==> config.mk <==
export PLATFORM = sky130hd
export DESIGN_NAME = mca_ram
export DESIGN_NICKNAME = d
export VERILOG_FILES = /design/src/sv/mca_ram.sv
export SDC_FILE = /design/constraint.sdc
export NUM_CORES = 2
export LEC_CHECK = 0
export BUFFER_PORTS_ARGS = -buffer_cell sky130_fd_sc_hd__buf_4
export CORE_ASPECT_RATIO = 1.2
export CORE_MARGIN = 10
export CORE_UTILIZATION = 25
export CTS_BUF_LIST = sky130_fd_sc_hd__clkbuf_8
export DETAILED_ROUTE_END_ITERATION = 8
export PLACE_DENSITY = 0.48
export SLEW_MARGIN = 25
export SYNTH_ARGS = -nofsm -noshare
export SYNTH_HDL_FRONTEND = slang
export SYNTH_MEMORY_MAX_BITS = 65536
export SYNTH_SLANG_ARGS = --single-unit
==> constraint.sdc <==
create_clock -name i_clk -period 4.95 [get_ports i_clk]
set_clock_uncertainty 0.2 [all_clocks]
set_input_delay 0.2475 -clock i_clk [delete_from_list [all_inputs] [get_ports i_clk]]
set_output_delay 0.2475 -clock i_clk [all_outputs]
set_load 0.1 [all_outputs]
==> src/sv/mca_ram.sv <==
// Generic simple dual-port RAM, one write and one registered read port.
// No dependencies.
`default_nettype none
module mca_ram #(
    parameter int WIDTH = 17,
    parameter int DEPTH = 256
) (
    input  wire logic                     i_clk,
    input  wire logic                     i_we,
    input  wire logic [$clog2(DEPTH)-1:0] i_waddr,
    input  wire logic [WIDTH-1:0]         i_wdata,
    input  wire logic [$clog2(DEPTH)-1:0] i_raddr,
    output logic      [WIDTH-1:0]         o_rdata
);

    logic [WIDTH-1:0] r_mem [DEPTH];

    always_ff @(posedge i_clk) begin
        if (i_we) begin
            r_mem[i_waddr] <= i_wdata;
        end
        o_rdata <= r_mem[i_raddr];
    end

endmodule
`default_nettype wire

Yosys cells after proc, flatten, opt, wreduce, memory -nomap -nowiden
Memory sizes are Yosys's and may differ from the RTL's. A register that Yosys moved wholly into a read port is not among the register bits.
Index checks and enable logic that the tools add are counted.
- bits in registers: 0
- bits in latches: 0
- memory bits (writable): 4352
- ROM bits: 0
- bits of input ports: 35
- output and inout port bits: 17
- logic and storage cells: 3
- memories kept: 1
- add/subtract/negate cells: 0
- multipliers: 0
- div/mod/pow operators: 0
- order comparisons: 0
- equality and inequality tests: 0
- shift-type cells: 0
- muxes and demuxes: 2
- bitwise logic cells: 0
- reductions and logical operators: 0
- memories (memory ; depth ; width ; rd ports ; clocked after Yosys merged registers in ; wr ports ; RTL line ; text):
    r_mem ; 256 ; 17 ; 1 ; 1 ; 1 ; 16 ; logic [WIDTH-1:0] r_mem [DEPTH];
- operators by type and width (kind ; number):
    1-bit 2-to-1 mux ; 2

Longest topological paths before layout
- depth in word-level cells: 2
- depth in mapped cells: 13
- gate-level depth less buffers: 7

Worst setup path before layout
No wires, ideal clock.
- path kind: input to register
- from: input i_waddr[3]
- to: memory r_mem[235][0], enable pin
- library setup time: 0.391 ns
- data arrival time: 2.065 ns
- required time: 4.359 ns
- path slack: 2.294 ns
- stages: 6
- buffers on the path: 3
- cell sequence: clkbuf_1 nor2b_1 clkbuf_1 nand4_1 clkbuf_1 nor2_1
- RTL lines (element ; RTL line ; text):
    start, declared ; 10 ; input wire logic [$clog2(DEPTH)-1:0] i_waddr,
    end, declared ; 16 ;
No word-level cell before the write port.

==> impl_metrics.env <==
export IMPL_hold_ws_ps=197
export IMPL_worstSetupEndpointType="flip-flop"
export IMPL_ys_seq_area_frac=0.772
export IMPL_worst_pin_slew_ps=1190
export IMPL_post_route_min_period_ps=4500
export IMPL_cts_sinks=4369
export IMPL_wl_um=535000
export IMPL_layoutNonFillerInstCount=18200
export IMPL_hold_buffers=84
export IMPL_initial_core_util=0.251
export IMPL_ant_nets=0
export IMPL_floorplan_rows=331
export IMPL_layout_nets=8712
export IMPL_worstHoldStart="i_waddr[6]"
export IMPL_placed_cell_area_um2=184000
export IMPL_yosys_area_top_type="edfxtp_1"
export IMPL_p_int_w=0.0560
export IMPL_p_switching_w=0.0178
export IMPL_setup_viol=0
export IMPL_power_w=0.0738
export IMPL_port_buffers=51
export IMPL_clk_pin_slew_ps=70
export IMPL_synth_ff_latch_count=4369
export IMPL_post_drt_wl_per_cell_um=29.4
export IMPL_drt_pass1_iterations=6
export IMPL_syn_avg_cell_area_um2=21.8
export IMPL_dieArea_um2=712000
export IMPL_place_inst=16900
export IMPL_crit_path_start_kind="input pin"
export IMPL_coreArea_um2=677000
export IMPL_hp_class="input pin to flip-flop"
export IMPL_globalRouteOverflowTotal=0
export IMPL_stdcell_area_um2=197000
export IMPL_synth_edf_count=4352
export IMPL_ctsResizeCount=0
export IMPL_cts_htree_levels=6
export IMPL_crit_arrival_ps=5520
export IMPL_cts_buffer_depth=4
export IMPL_required_ps=5970
export IMPL_p_leak_nw=61.7
export IMPL_cp_max_fo=33
export IMPL_clockRootBuffer="clkbuf_8"
export IMPL_reg2reg_from="r_mem[243][15]"
export IMPL_combPwrFrac=0.061
export IMPL_finalMaxSlewViolations=0
export IMPL_grt_setup_unrepaired="false"
export IMPL_grt_pass1_wl_um=736000
export IMPL_clock_fmax_mhz=222
export IMPL_power_density_nw_per_um2=374
export IMPL_status="complete, no violations"
export IMPL_grt_max_degree=192
export IMPL_drtIter0Drc=8579
export IMPL_fin_util=0.292
export IMPL_drc=0
export IMPL_synthDistinctLibCells=74
export IMPL_ir_drop_mv=0.283
export IMPL_synth_fp_nets=7832
export IMPL_clk_latency_ps=1340
export IMPL_async_reset_ff_frac=0
export IMPL_crit_type="input pin to flip-flop"
export IMPL_synth_top_area_share=0.770
export IMPL_die_h_um=923
export IMPL_routed_via_count=85300
export IMPL_drv_cap=0
export IMPL_cts_buffers=671
export IMPL_drive_gt1_frac=0.286
export IMPL_swShare=0.241
export IMPL_fp_dieW_um=772
export IMPL_pin_count=52
export IMPL_clock_power_share=0.385
export IMPL_synth_cells=7797
export IMPL_ys_flop_type="edfxtp_1"
export IMPL_grt_pass1_vias=89200
export IMPL_antenna_found_initial=38
export IMPL_hold_viol=0
export IMPL_dpl_hpwl_um=327000
export IMPL_routabilityCongestion=0.888
export IMPL_slew_limit_headroom=0.204
export IMPL_ys_warn_count=0
export IMPL_areaGrowthSynthToFinish_pct=16.3
export IMPL_ys_top_cells_by_area="edfxtp_1 77%, mux4_2 12%, mux2i_1 3.0%"
export IMPL_cts_tree="done"
export IMPL_grt_use_total=0.145
export IMPL_pwr_share_seq=0.554
export IMPL_syn_area_um2=170000
export IMPL_vias_per_cell=4.68
export IMPL_post_cts_setup_buffer_count=0
export IMPL_crit_path_start="i_raddr[1]"
export IMPL_post_route_period_util=0.909
[state kept, by name, summed over array words and instances (netlist names)]
| name | count |
|---|---|
| r_mem | 4352 |
| o_rdata | 17 |
[power by group through the flow]
stage / logic [W] / clock network, W / registers [W]
after floorplan: 0.00208 / 0 / 0.0418
after CTS: 0.00457 / 0.0292 / 0.0409
final: 0.00451 / 0.0284 / 0.0409
after detailed placement: 0.00442 / 0 / 0.0417
after global placement: 0.00434 / 0 / 0.0417
after global routing: 0.00469 / 0.0308 / 0.0409
[layout by cell type, fill, tap and decap left out, types with 20 or more instances in the layout]
master	count
edfxtp_1	4352
mux4_2	897
clkbuf_8	693
mux2i_1	509
buf_4	497
nand2_1	212
inv_1	202
o22ai_1	186
nor2_2	184
clkinv_1	155
o221ai_1	134
nor2_1	114
a21oi_1	108
nor3_1	108
clkinv_2	80
buf_12	69
dlygate4sd3_1	67
nand3_1	54
mux4_1	46
diode_2	37
o21ai_0	37
nor2_4	35
a22oi_1	33
nand4_1	21
mux2_2	20
buf_8	20
[worst paths after layout]
path	to	slack, ps	depth (start not counted)
max	o_rdata[15]	450	14
min	r_mem[221][3]	200	5
max reg2reg	o_rdata[15]	730	9
min reg2reg	o_rdata[16]	900	6
[routing by layer]
metal	wire (µm)	track usage
met1	209000	0.179
met2	269000	0.251
met3	31100	0.0232
met4	26500	0.0641
met5	37	0
[area by class of cell]
class / count / area (µm²)
inverters: 5 / 32.5
repair buffers: 673 / 6560
well taps: 8991 / 11200
diodes: 37 / 92.6
fillers: 66200 / 479000
clock buffers: 693 / 9540
multi-input cells: 2957 / 36000
flip-flops and latches: 4369 / 131000
clock inverters: 501 / 2820
[critical path, stage by stage]
cell,delay [ps]
dlygate4sd3_1,560
buf_8,400
buf_12,310
buf_4,330
buf_4,220
mux4_2,370
nor3_1,220
a21oi_1,130
a211oi_1,490
dlygate4sd3_1,710
nor3_1,80
dlygate4sd3_1,580
and4_1,170
dlygate4sd3_1,560
[metrics by stage]
stage / worst slack [ps] / setup TNS, ps
2_1_floorplan: 2290 / 0
3_3_place_gp: -685 / -2300
3_5_place_dp: 112 / 0
4_1_cts: 579 / 0
5_1_grt: 444 / 0
6_report: 452 / 0
[cells by family after synthesis]
group,share of synthesized area
compound gates,0.0271
simple gates,0.0219
flops,0.772
mux,0.158
buf+inv,0.0214
[synth_stat cells (all sizes together), types with 5 or more instances]
cell,number
edfxtp,4352
mux4,943
mux2i,509
nor2,333
buf,301
nand2,216
o22ai,186
clkbuf,164
o221ai,136
nor3,109
a21oi,108
nand3,65
o21ai,46
a22oi,33
nand4,21
mux2,20
a211oi,17
dfxtp,17
nor4,16
o311ai,15
a31oi,14
nor2b,14
o311a,14
or3,14
a22o,13
o22a,11
a32oi,9
and3,8
a2111oi,6
a311oi,6
and4,6
nand3b,6
a221oi,5
a32o,5
nor3b,5
o2111ai,5
o31ai,5
(Power assumes the default switching activity.)
